### src/scra_pkg.sv
// ----------------------------------------------------------------------------
// scra_pkg
// shared constants, slot codes and control structs of the run allocator
// ----------------------------------------------------------------------------
package scra_pkg;

  localparam int unsigned SlotW      = 12;
  localparam int unsigned CntW       = 13;
  localparam int unsigned TotalSlots = 4096;
  localparam int unsigned RowSlots   = 1024;

  localparam logic [SlotW-1:0] LastSlot = SlotW'(TotalSlots - 1);
  localparam logic [SlotW-1:0] RowMask  = SlotW'(RowSlots - 1);

  typedef enum logic [1:0] {
    SLOT_FREE   = 2'd0,
    SLOT_MAPPED = 2'd1,
    SLOT_GUARD  = 2'd2
  } slot_e;

  typedef enum logic [1:0] {
    STATUS_OK       = 2'd0,
    STATUS_NO_SPACE = 2'd1,
    STATUS_BAD_FREE = 2'd2
  } status_e;

  typedef enum logic {
    CMD_ALLOC = 1'b0,
    CMD_FREE  = 1'b1
  } cmd_e;

  typedef struct packed {
    logic             we;
    logic             re;
    logic [SlotW-1:0] addr;
    logic [1:0]       wdata;
  } mem_req_t;

  typedef struct packed {
    logic             valid;
    logic [1:0]       status;
    logic [SlotW-1:0] first_slot;
    logic [CntW-1:0]  slots_cleared;
  } result_t;

endpackage

### src/scra_ctrl.sv
// ----------------------------------------------------------------------------
// scra_ctrl
// sequencer: clearing sweep, slot scan, run write-back and result hand-off
// ----------------------------------------------------------------------------
module scra_ctrl (
  input  logic                         clk_i,
  input  logic                         rst_ni,
  input  logic                         req_valid_i,
  output logic                         req_ready_o,
  input  logic                         cmd_i,
  input  logic [scra_pkg::SlotW-1:0]   run_length_i,
  input  logic [scra_pkg::SlotW-1:0]   start_slot_i,
  output scra_pkg::mem_req_t           mem_req_o,
  input  logic [1:0]                   mem_rdata_i,
  output scra_pkg::result_t            res_o,
  input  logic                         res_take_i
);

  localparam logic [2:0] ST_CLEAR = 3'd0;
  localparam logic [2:0] ST_IDLE  = 3'd1;
  localparam logic [2:0] ST_SCAN  = 3'd2;
  localparam logic [2:0] ST_WRITE = 3'd3;
  localparam logic [2:0] ST_DONE  = 3'd4;

  localparam int unsigned SW = scra_pkg::SlotW;
  localparam int unsigned CW = scra_pkg::CntW;

  logic [2:0]    state_q, state_d;
  logic          cmd_q, cmd_d;
  logic          pass_q, pass_d;
  logic          issue_q, issue_d;
  logic          chk_vld_q, chk_vld_d;
  logic [SW-1:0] addr_q, addr_d;
  logic [SW-1:0] chk_addr_q, chk_addr_d;
  logic [SW-1:0] end_q, end_d;
  logic [SW-1:0] waddr_q, waddr_d;
  logic [SW-1:0] wend_q, wend_d;
  logic [SW-1:0] cursor_q, cursor_d;
  logic [SW-1:0] len_q, len_d;
  logic [SW-1:0] start_q, start_d;
  logic [CW-1:0] need_q, need_d;
  logic [CW-1:0] run_q, run_d;
  logic [CW-1:0] run_n;
  scra_pkg::result_t res_q, res_d;

  assign run_n = (mem_rdata_i == scra_pkg::SLOT_FREE) ? run_q + CW'(1) : '0;

  always_comb begin
    state_d    = state_q;
    cmd_d      = cmd_q;
    pass_d     = pass_q;
    issue_d    = issue_q;
    chk_vld_d  = 1'b0;
    addr_d     = addr_q;
    chk_addr_d = chk_addr_q;
    end_d      = end_q;
    waddr_d    = waddr_q;
    wend_d     = wend_q;
    cursor_d   = cursor_q;
    len_d      = len_q;
    start_d    = start_q;
    need_d     = need_q;
    run_d      = run_q;
    res_d      = res_q;
    mem_req_o  = '0;

    unique case (state_q)
      ST_CLEAR: begin
        mem_req_o.we    = 1'b1;
        mem_req_o.addr  = waddr_q;
        mem_req_o.wdata = scra_pkg::SLOT_FREE;
        waddr_d         = waddr_q + SW'(1);
        if (waddr_q == scra_pkg::LastSlot) begin
          state_d = ST_IDLE;
        end
      end

      ST_IDLE: begin
        if (req_valid_i) begin
          cmd_d   = cmd_i;
          len_d   = run_length_i;
          start_d = start_slot_i;
          need_d  = {1'b0, run_length_i} + CW'(1);
          run_d   = '0;
          res_d   = '0;
          issue_d = 1'b1;
          end_d   = scra_pkg::LastSlot;
          pass_d  = 1'b0;
          state_d = ST_SCAN;
          if (cmd_i == scra_pkg::CMD_FREE) begin
            addr_d = start_slot_i;
          end else if (run_length_i == '0) begin
            res_d.status = scra_pkg::STATUS_NO_SPACE;
            state_d      = ST_DONE;
          end else if (cursor_q == scra_pkg::LastSlot) begin
            addr_d = '0;
            end_d  = cursor_q | scra_pkg::RowMask;
            pass_d = 1'b1;
          end else begin
            addr_d = cursor_q + SW'(1);
          end
        end
      end

      ST_SCAN: begin
        if (issue_q) begin
          mem_req_o.re   = 1'b1;
          mem_req_o.addr = addr_q;
          chk_addr_d     = addr_q;
          chk_vld_d      = 1'b1;
          if (addr_q == end_q) begin
            issue_d = 1'b0;
          end else begin
            addr_d = addr_q + SW'(1);
          end
        end
        if (chk_vld_q) begin
          if (cmd_q == scra_pkg::CMD_FREE) begin
            if (mem_rdata_i == scra_pkg::SLOT_GUARD) begin
              waddr_d             = start_q;
              wend_d              = chk_addr_q;
              res_d.status        = scra_pkg::STATUS_OK;
              res_d.slots_cleared = {1'b0, chk_addr_q - start_q} + CW'(1);
              chk_vld_d           = 1'b0;
              state_d             = ST_WRITE;
            end else if (chk_addr_q == end_q) begin
              res_d.status = scra_pkg::STATUS_BAD_FREE;
              state_d      = ST_DONE;
            end
          end else begin
            run_d = run_n;
            if (run_n >= need_q) begin
              waddr_d          = chk_addr_q - len_q;
              wend_d           = chk_addr_q;
              res_d.status     = scra_pkg::STATUS_OK;
              res_d.first_slot = chk_addr_q - len_q;
              chk_vld_d        = 1'b0;
              state_d          = ST_WRITE;
            end else if (chk_addr_q == end_q) begin
              if (!pass_q) begin
                pass_d  = 1'b1;
                addr_d  = '0;
                end_d   = cursor_q | scra_pkg::RowMask;
                run_d   = '0;
                issue_d = 1'b1;
              end else begin
                res_d.status = scra_pkg::STATUS_NO_SPACE;
                state_d      = ST_DONE;
              end
            end
          end
        end
      end

      ST_WRITE: begin
        mem_req_o.we   = 1'b1;
        mem_req_o.addr = waddr_q;
        if (cmd_q == scra_pkg::CMD_FREE) begin
          mem_req_o.wdata = scra_pkg::SLOT_FREE;
        end else if (waddr_q == wend_q) begin
          mem_req_o.wdata = scra_pkg::SLOT_GUARD;
        end else begin
          mem_req_o.wdata = scra_pkg::SLOT_MAPPED;
        end
        waddr_d = waddr_q + SW'(1);
        if (waddr_q == wend_q) begin
          if (cmd_q == scra_pkg::CMD_ALLOC) begin
            cursor_d = wend_q;
          end
          state_d = ST_DONE;
        end
      end

      ST_DONE: begin
        if (res_take_i) begin
          state_d = ST_IDLE;
        end
      end

      default: begin
        state_d = ST_IDLE;
      end
    endcase
  end

  always_ff @(posedge clk_i or negedge rst_ni) begin
    if (!rst_ni) begin
      state_q   <= ST_CLEAR;
      issue_q   <= 1'b0;
      chk_vld_q <= 1'b0;
      waddr_q   <= '0;
      cursor_q  <= '0;
    end else begin
      state_q   <= state_d;
      issue_q   <= issue_d;
      chk_vld_q <= chk_vld_d;
      waddr_q   <= waddr_d;
      cursor_q  <= cursor_d;
    end
  end

  always_ff @(posedge clk_i) begin
    cmd_q      <= cmd_d;
    pass_q     <= pass_d;
    addr_q     <= addr_d;
    chk_addr_q <= chk_addr_d;
    end_q      <= end_d;
    wend_q     <= wend_d;
    len_q      <= len_d;
    start_q    <= start_d;
    need_q     <= need_d;
    run_q      <= run_d;
    res_q      <= res_d;
  end

  assign req_ready_o = (state_q == ST_IDLE);

  always_comb begin
    res_o       = res_q;
    res_o.valid = (state_q == ST_DONE);
  end

endmodule

### config.mk
export PLATFORM = sky130hd
export DESIGN_NAME = scra_ctrl
export DESIGN_NICKNAME = d
export VERILOG_FILES = /design/src/scra_pkg.sv /design/src/scra_ctrl.sv
export SDC_FILE = /design/constraint.sdc
export NUM_CORES = 1
export LEC_CHECK = 0
export BUFFER_PORTS_ARGS = -buffer_cell sky130_fd_sc_hd__clkbuf_2
export CORE_MARGIN = 2
export CORE_UTILIZATION = 40
export DETAILED_ROUTE_END_ITERATION = 6
export GPL_TIMING_DRIVEN = 0
export PLACE_DENSITY = 0.56
export SETUP_SLACK_MARGIN = 0.2
export SLEW_MARGIN = 20
export SYNTH_ARGS = -nofsm -noshare
export SYNTH_HDL_FRONTEND = slang
export SYNTH_SLANG_ARGS = --single-unit
export TNS_END_PERCENT = 100
### constraint.sdc
create_clock -name clk_i -period 3.98 [get_ports clk_i]
set_input_delay 0.199 -clock clk_i [delete_from_list [all_inputs] [get_ports clk_i]]
set_output_delay 0.199 -clock clk_i [all_outputs]
set_load 0.005 [all_outputs]
# After elaboration in Yosys (flattened, before gate mapping)
# Index checks and enable logic that the tools add are counted.
[totals] regBits=156 elab_cells=175 out_inout_bits=45
[classes] reduce_logical=21 n_eq_ne=29 addsub=8 n_bitwise=1 muxes=97 magnitude_cmp=1
[ops] op="$mux 12" count=28
[ops] op="$mux 13" count=10
[ops] op="$pmux 12 s2" count=4
[ops] op="$mux 27" count=2
[ops] op="$pmux 27 s2" count=1
[ops] op="$mux 3" count=13
[ops] op="$add 12x1->12 const B" count=3
[ops] op="$eq 12x12->1" count=3
[ops] op="$add 12x1->13 const B" count=2
[ops] op="$mux 1" count=26
[ops] op="$pmux 13 s2" count=1
[ops] op="$eq 12x12->1 const B" count=2
[ops] op="$sub 12x12->12" count=2
[ops] op="$ne 2x2->1 const B" count=11
[ops] op="$mux 2" count=9
[ops] op="$pmux 3 s5" count=1
[ops] op="$add 13x1->13 const B" count=1
[ops] op="$ge 13x13->1" count=1
[ops] op="$logic_not 12->1" count=1
[ops] op="$ne 4x4->1 const B" count=3
[ops] op="$reduce_and 4->1" count=3
[ops] op="$reduce_and 6->1" count=2
[ops] op="$reduce_and 5->1" count=2
[ops] op="$ne 3x3->1 const B" count=3
[ops] op="15 further kinds" count=23

# Depth between registers and ports, before layout
[logic_depth] word_depth=9 mapped_depth=15 ltp_nobuf=14

# Worst setup path before layout
# No wires, ideal clock.
[synth_path] path_kind="reg2reg" startpoint="register run_q[2]" endpoint="register res_q, in the netlist res_o[13], enable pin" synth_period_minus_slack_ns=3.311 stages_incl_launch_ff=14 required_ns=3.595 slack_ns=0.669 setup_time_ns=0.385 t_arrival_ns=2.926 n_path_buf=0 path_cell_list="edfxtp_1 > and3_1 > and3_1 > and2_1 > nand2_1 > xor2_1 > nor2_1 > ha_1 > nand2_1 > o21ai_1 > a41o_2 > and2_1 > nand2_1 > a21oi_1"
[synth_between] elab_chain_len=5
[synth_lines] item="start: declaration" line_no="scra_ctrl.sv:42" text="logic [CW-1:0] run_q, run_d;"
[synth_lines] item="start signal: assignment" line_no="scra_ctrl.sv:212" text="run_q <= run_d;"
[synth_lines] item="$add 13x1->13" line_no="scra_ctrl.sv:46" text="assign run_n = (mem_rdata_i == scra_pkg::SLOT_FREE) ? run_q + CW'(1) : '0;"
[synth_lines] item="$mux 13" line_no="scra_ctrl.sv:46"
[synth_lines] item="$ge 13x13->1" line_no="scra_ctrl.sv:132" text="if (run_n >= need_q) begin"
[synth_lines] item="$ne 2x2->1 (no source line)"
[synth_lines] item="$reduce_and 5->1 (no source line)"
[synth_lines] item="end signal: assignment" line_no="scra_ctrl.sv:213" text="res_q <= res_d;"
[synth_lines] item="end: declaration" line_no="scra_ctrl.sv:44" text="scra_pkg::result_t res_q, res_d;"
# No other way between the ends.
# A chain may end at the register's enable or synchronous reset.

# Final worst setup path
[layout_path] startpoint="register run_q[2]" endpoint="register wend_q[1], enable pin"
[layout_between] elab_chain_len=5
[layout_lines] item="$add 13x1->13" line_no="scra_ctrl.sv:46"
[layout_lines] item="$mux 13" line_no="scra_ctrl.sv:46"
[layout_lines] item="$ge 13x13->1" line_no="scra_ctrl.sv:132"
[layout_lines] item="$reduce_bool 2->1 (no source line)"
[layout_lines] item="$reduce_and 4->1 (no source line)"
[layout_lines] item="end signal: assignment" line_no="scra_ctrl.sv:208" text="wend_q <= wend_d;"
[layout_lines] item="end: declaration" line_no="scra_ctrl.sv:37" text="logic [SW-1:0] wend_q, wend_d;"
# No other way between the ends.

==> flow_metrics.env <==
export IMPL_status="complete, no violations"
export IMPL_rows=54
export IMPL_wl_per_cell_um=20.0
export IMPL_path_cells="and3_1, and3_1, and2_1, nand2_1, xor2_1, nor2_1, ha_1, nand2_1, o21ai_1, a41o_2, and2_1, a21oi_2, or3_4, clkinvlp_4, buf_12"
export IMPL_vias=6811
export IMPL_internal_power_mw=4.58
export IMPL_crit_fanout=12
export IMPL_crit_family="simple AND/OR/NAND/NOR gates"
export IMPL_grt_pass1_vias=6564
export IMPL_track_usage=0.214
export IMPL_placed_cells=1184
export IMPL_hold_violations=0
export IMPL_netlist_top_cells_count="edfxtp_1, nor2_1, inv_1"
export IMPL_worstPathArrival_ns=3.68
export IMPL_synth_edf_count=117
export IMPL_relSlewSlack=0.423
export IMPL_syn_area_um2=8770
export IMPL_syn_avg_cell_area_um2=10.6
export IMPL_yosys_warnings=0
export IMPL_drt_initial_drc_count=657
export IMPL_diodes=0
export IMPL_pwr_share_comb=0.459
export IMPL_cp_slowest_cell="edfxtp_1"
export IMPL_cp_required_ns=4.12
export IMPL_fmax_ghz=0.283
export IMPL_yosys_top_cells_area="edfxtp_1, dfrtp_1, ha_1, xnor2_1, xor2_1"
export IMPL_die_h_um=152
export IMPL_postRouteAntennaNets=0
export IMPL_fin_area_um2=10300
export IMPL_first_pass_iters=5
export IMPL_final_nets=1011
export IMPL_clk_pin_slew_ns=0.06
export IMPL_grt_max_degree=30
export IMPL_holdCritStartpoint="start_slot_i[2]"
export IMPL_switching_share=0.423
export IMPL_cp_start_kind="register"
export IMPL_cts_buffer_depth=2
export IMPL_cts_buffers=17
export IMPL_gp_congestion=0.851
export IMPL_min_period_ns=3.54
export IMPL_drv_cap=0
export IMPL_die_w_um=152
export IMPL_clockPowerShare=0.200
export IMPL_critPathCaptureType="register"
export IMPL_place_area_um2=9530
export IMPL_core_um2=21700
export IMPL_worst_hold_slack_ns=0.0233
export IMPL_synthesis_nets=902
export IMPL_synth_async_sr_flop_share=0.199
export IMPL_grt_overflow=0
export IMPL_yosysUniqueCellTypes=76
export IMPL_instances_no_fill=1229
export IMPL_finalWirelength_mm=24.6
export IMPL_synth_main_ff_cell="edfxtp_1"
export IMPL_leakage_nw=4.12
export IMPL_final_util=0.474
export IMPL_area_growth_pct=17.2
export IMPL_r2r_start="run_q[2]"
export IMPL_drive_gt1_frac=0.180
export IMPL_setup_viol=0
export IMPL_finalMaxSlewViolations=0
export IMPL_hp_class="in2reg"
export IMPL_crit_path_max_incr_delay_ns=0.43
export IMPL_yosysMostFrequentCell="edfxtp_1"
export IMPL_ys_seq_area_frac=0.484
export IMPL_synthCells=827
export IMPL_fin_skew_ns=0.0170
export IMPL_synth_top_area_share=0.401
export IMPL_p_per_area_nw_per_um2=772
export IMPL_worst_path_buf_inv=2
export IMPL_synth_top_cell_by_area="edfxtp_1"
export IMPL_p_seq_frac=0.341
export IMPL_tritoncts="yes"
export IMPL_io_pins=76
export IMPL_rsz0062_at_grt="false"
export IMPL_synth_seq_cells=146
export IMPL_peakVddDrop_mv=0.428
export IMPL_dpl_hpwl_mm=18.6
export IMPL_timing_final_crit_share=0.888
export IMPL_worst_slew_pin_slew_ns=0.865
export IMPL_path_class="reg2reg"
export IMPL_initial_core_util=0.404
export IMPL_htree_levels=4
export IMPL_clk_latency_ns=0.44
export IMPL_clock_sinks=146
export IMPL_crit_path_start="run_q[2]"
export IMPL_die_area_um2=23100
export IMPL_antenna_found_initial=0
export IMPL_io_buffers=75
export IMPL_p_switching_mw=3.35
export IMPL_viasPerCell=5.54
export IMPL_drc=0
export IMPL_root_buffer="clkbuf_16"
export IMPL_grt_pass1_wl_mm=37.9
[path summary, 6_finish.rpt]
kind                                   end  slack, ns  depth (start not counted)
worst max-delay path             wend_q[1]       0.44                         15
max in group asynchronous       waddr_q[5]       3.02                          2
min in group asynchronous       state_q[2]       0.40                          2
worst min-delay path            start_q[2]       0.02                          1
worst max register to register   wend_q[1]       0.44                         15
worst min register to register   wend_q[0]       0.54                          0
[registers in the layout (all words and copies together), names as in the netlist, 2 cells and up]
signal,flops
state_q,3
wend_q,12
chk_addr_q,12
run_q,13
need_q,13
waddr_q,12
start_q,12
cursor_q,12
end_q,2
res_o,27
addr_q,12
len_q,12
[metal layers]
layer / global-route usage / share of wire
met1: 0.293 / 0.45
met2: 0.338 / 0.46
met3: 0.0365 / 0.056
met4: 0.0908 / 0.034
met5: 0 / 0
[cell usage in the layout, fill, tap and decap left out, types with 5 or more instances in the layout]
| cell type | instances |
|---|---|
| xor2_1 | 38 |
| clkbuf_16 | 17 |
| nor4_1 | 5 |
| clkinvlp_4 | 5 |
| or3_1 | 5 |
| buf_4 | 5 |
| a22oi_1 | 5 |
| nor3_1 | 37 |
| xnor2_1 | 43 |
| a21oi_1 | 35 |
| mux2i_1 | 7 |
| dlygate4sd3_1 | 10 |
| ha_1 | 42 |
| and2_1 | 11 |
| clkbuf_2 | 76 |
| a21o_1 | 10 |
| o21ai_0 | 20 |
| o31ai_1 | 10 |
| inv_1 | 52 |
| nand2b_1 | 10 |
| nand2_1 | 51 |
| edfxtp_1 | 117 |
| and3_1 | 19 |
| o21a_1 | 8 |
| mux2_2 | 17 |
| nand3_1 | 27 |
| o22ai_1 | 9 |
| nor2_1 | 74 |
| dfrtp_1 | 29 |
| or2_2 | 5 |
| nand4_1 | 19 |
| clkbuf_1 | 17 |
| a22o_1 | 12 |
[through the flow]
stage	power [mW]	setup TNS, ns	worst slack [ns]
2_1_floorplan	5.07	0	0.669
3_3_place_gp	6.24	-12.73	-0.546
3_5_place_dp	6.28	-1.18	-0.0989
4_1_cts	7.89	0	0.193
5_1_grt	8.43	0	0.213
6_report	7.93	0	0.445
[logic make-up after synthesis]
| kind of cell | after synthesis | share of synthesized area |
|---|---|---|
| buffers and inverters | 82 | 0.0394 |
| XOR/XNOR | 81 | 0.0809 |
| multiplexers | 24 | 0.0298 |
| AND/OR/NAND/NOR | 289 | 0.167 |
| flip-flops | 146 | 0.484 |
| AO/OA/AOI/OAI | 161 | 0.135 |
| adder cells (fa/ha/maj) | 44 | 0.0645 |
[repair_timing]
| item | in CTS | in global routing |
|---|---|---|
| gates cloned | 0 | 0 |
| endpoints found under the hold margin | 38 | 0 |
| hold buffers | 10 | 0 |
| gates resized for setup | 2 | 4 |
| pin swaps | 0 | 2 |
| setup buffers | 1 | 2 |
| endpoints found under the setup margin | 12 | 46 |
[power groups by stage]
stage | clock (mW) | sequential (mW) | combinational [mW]
5_1_grt | 1.66 | 2.75 | 4.02
3_5_place_dp | 0 | 2.73 | 3.56
4_1_cts | 1.59 | 2.70 | 3.60
3_3_place_gp | 0 | 2.73 | 3.51
2_1_floorplan | 0 | 2.53 | 2.54
6_report | 1.58 | 2.71 | 3.64
[final cells by class]
type                       count  area [µm²]
fill                        2032       11400
sequential                   146        4240
multi-input combinational    599        4220
timing repair buffer          90         542
clock buffer                  19         443
tap                          280         350
inverter                      54         206
buffer                        28         144
clock inverter                13         126
(Power assumes the default switching activity.)
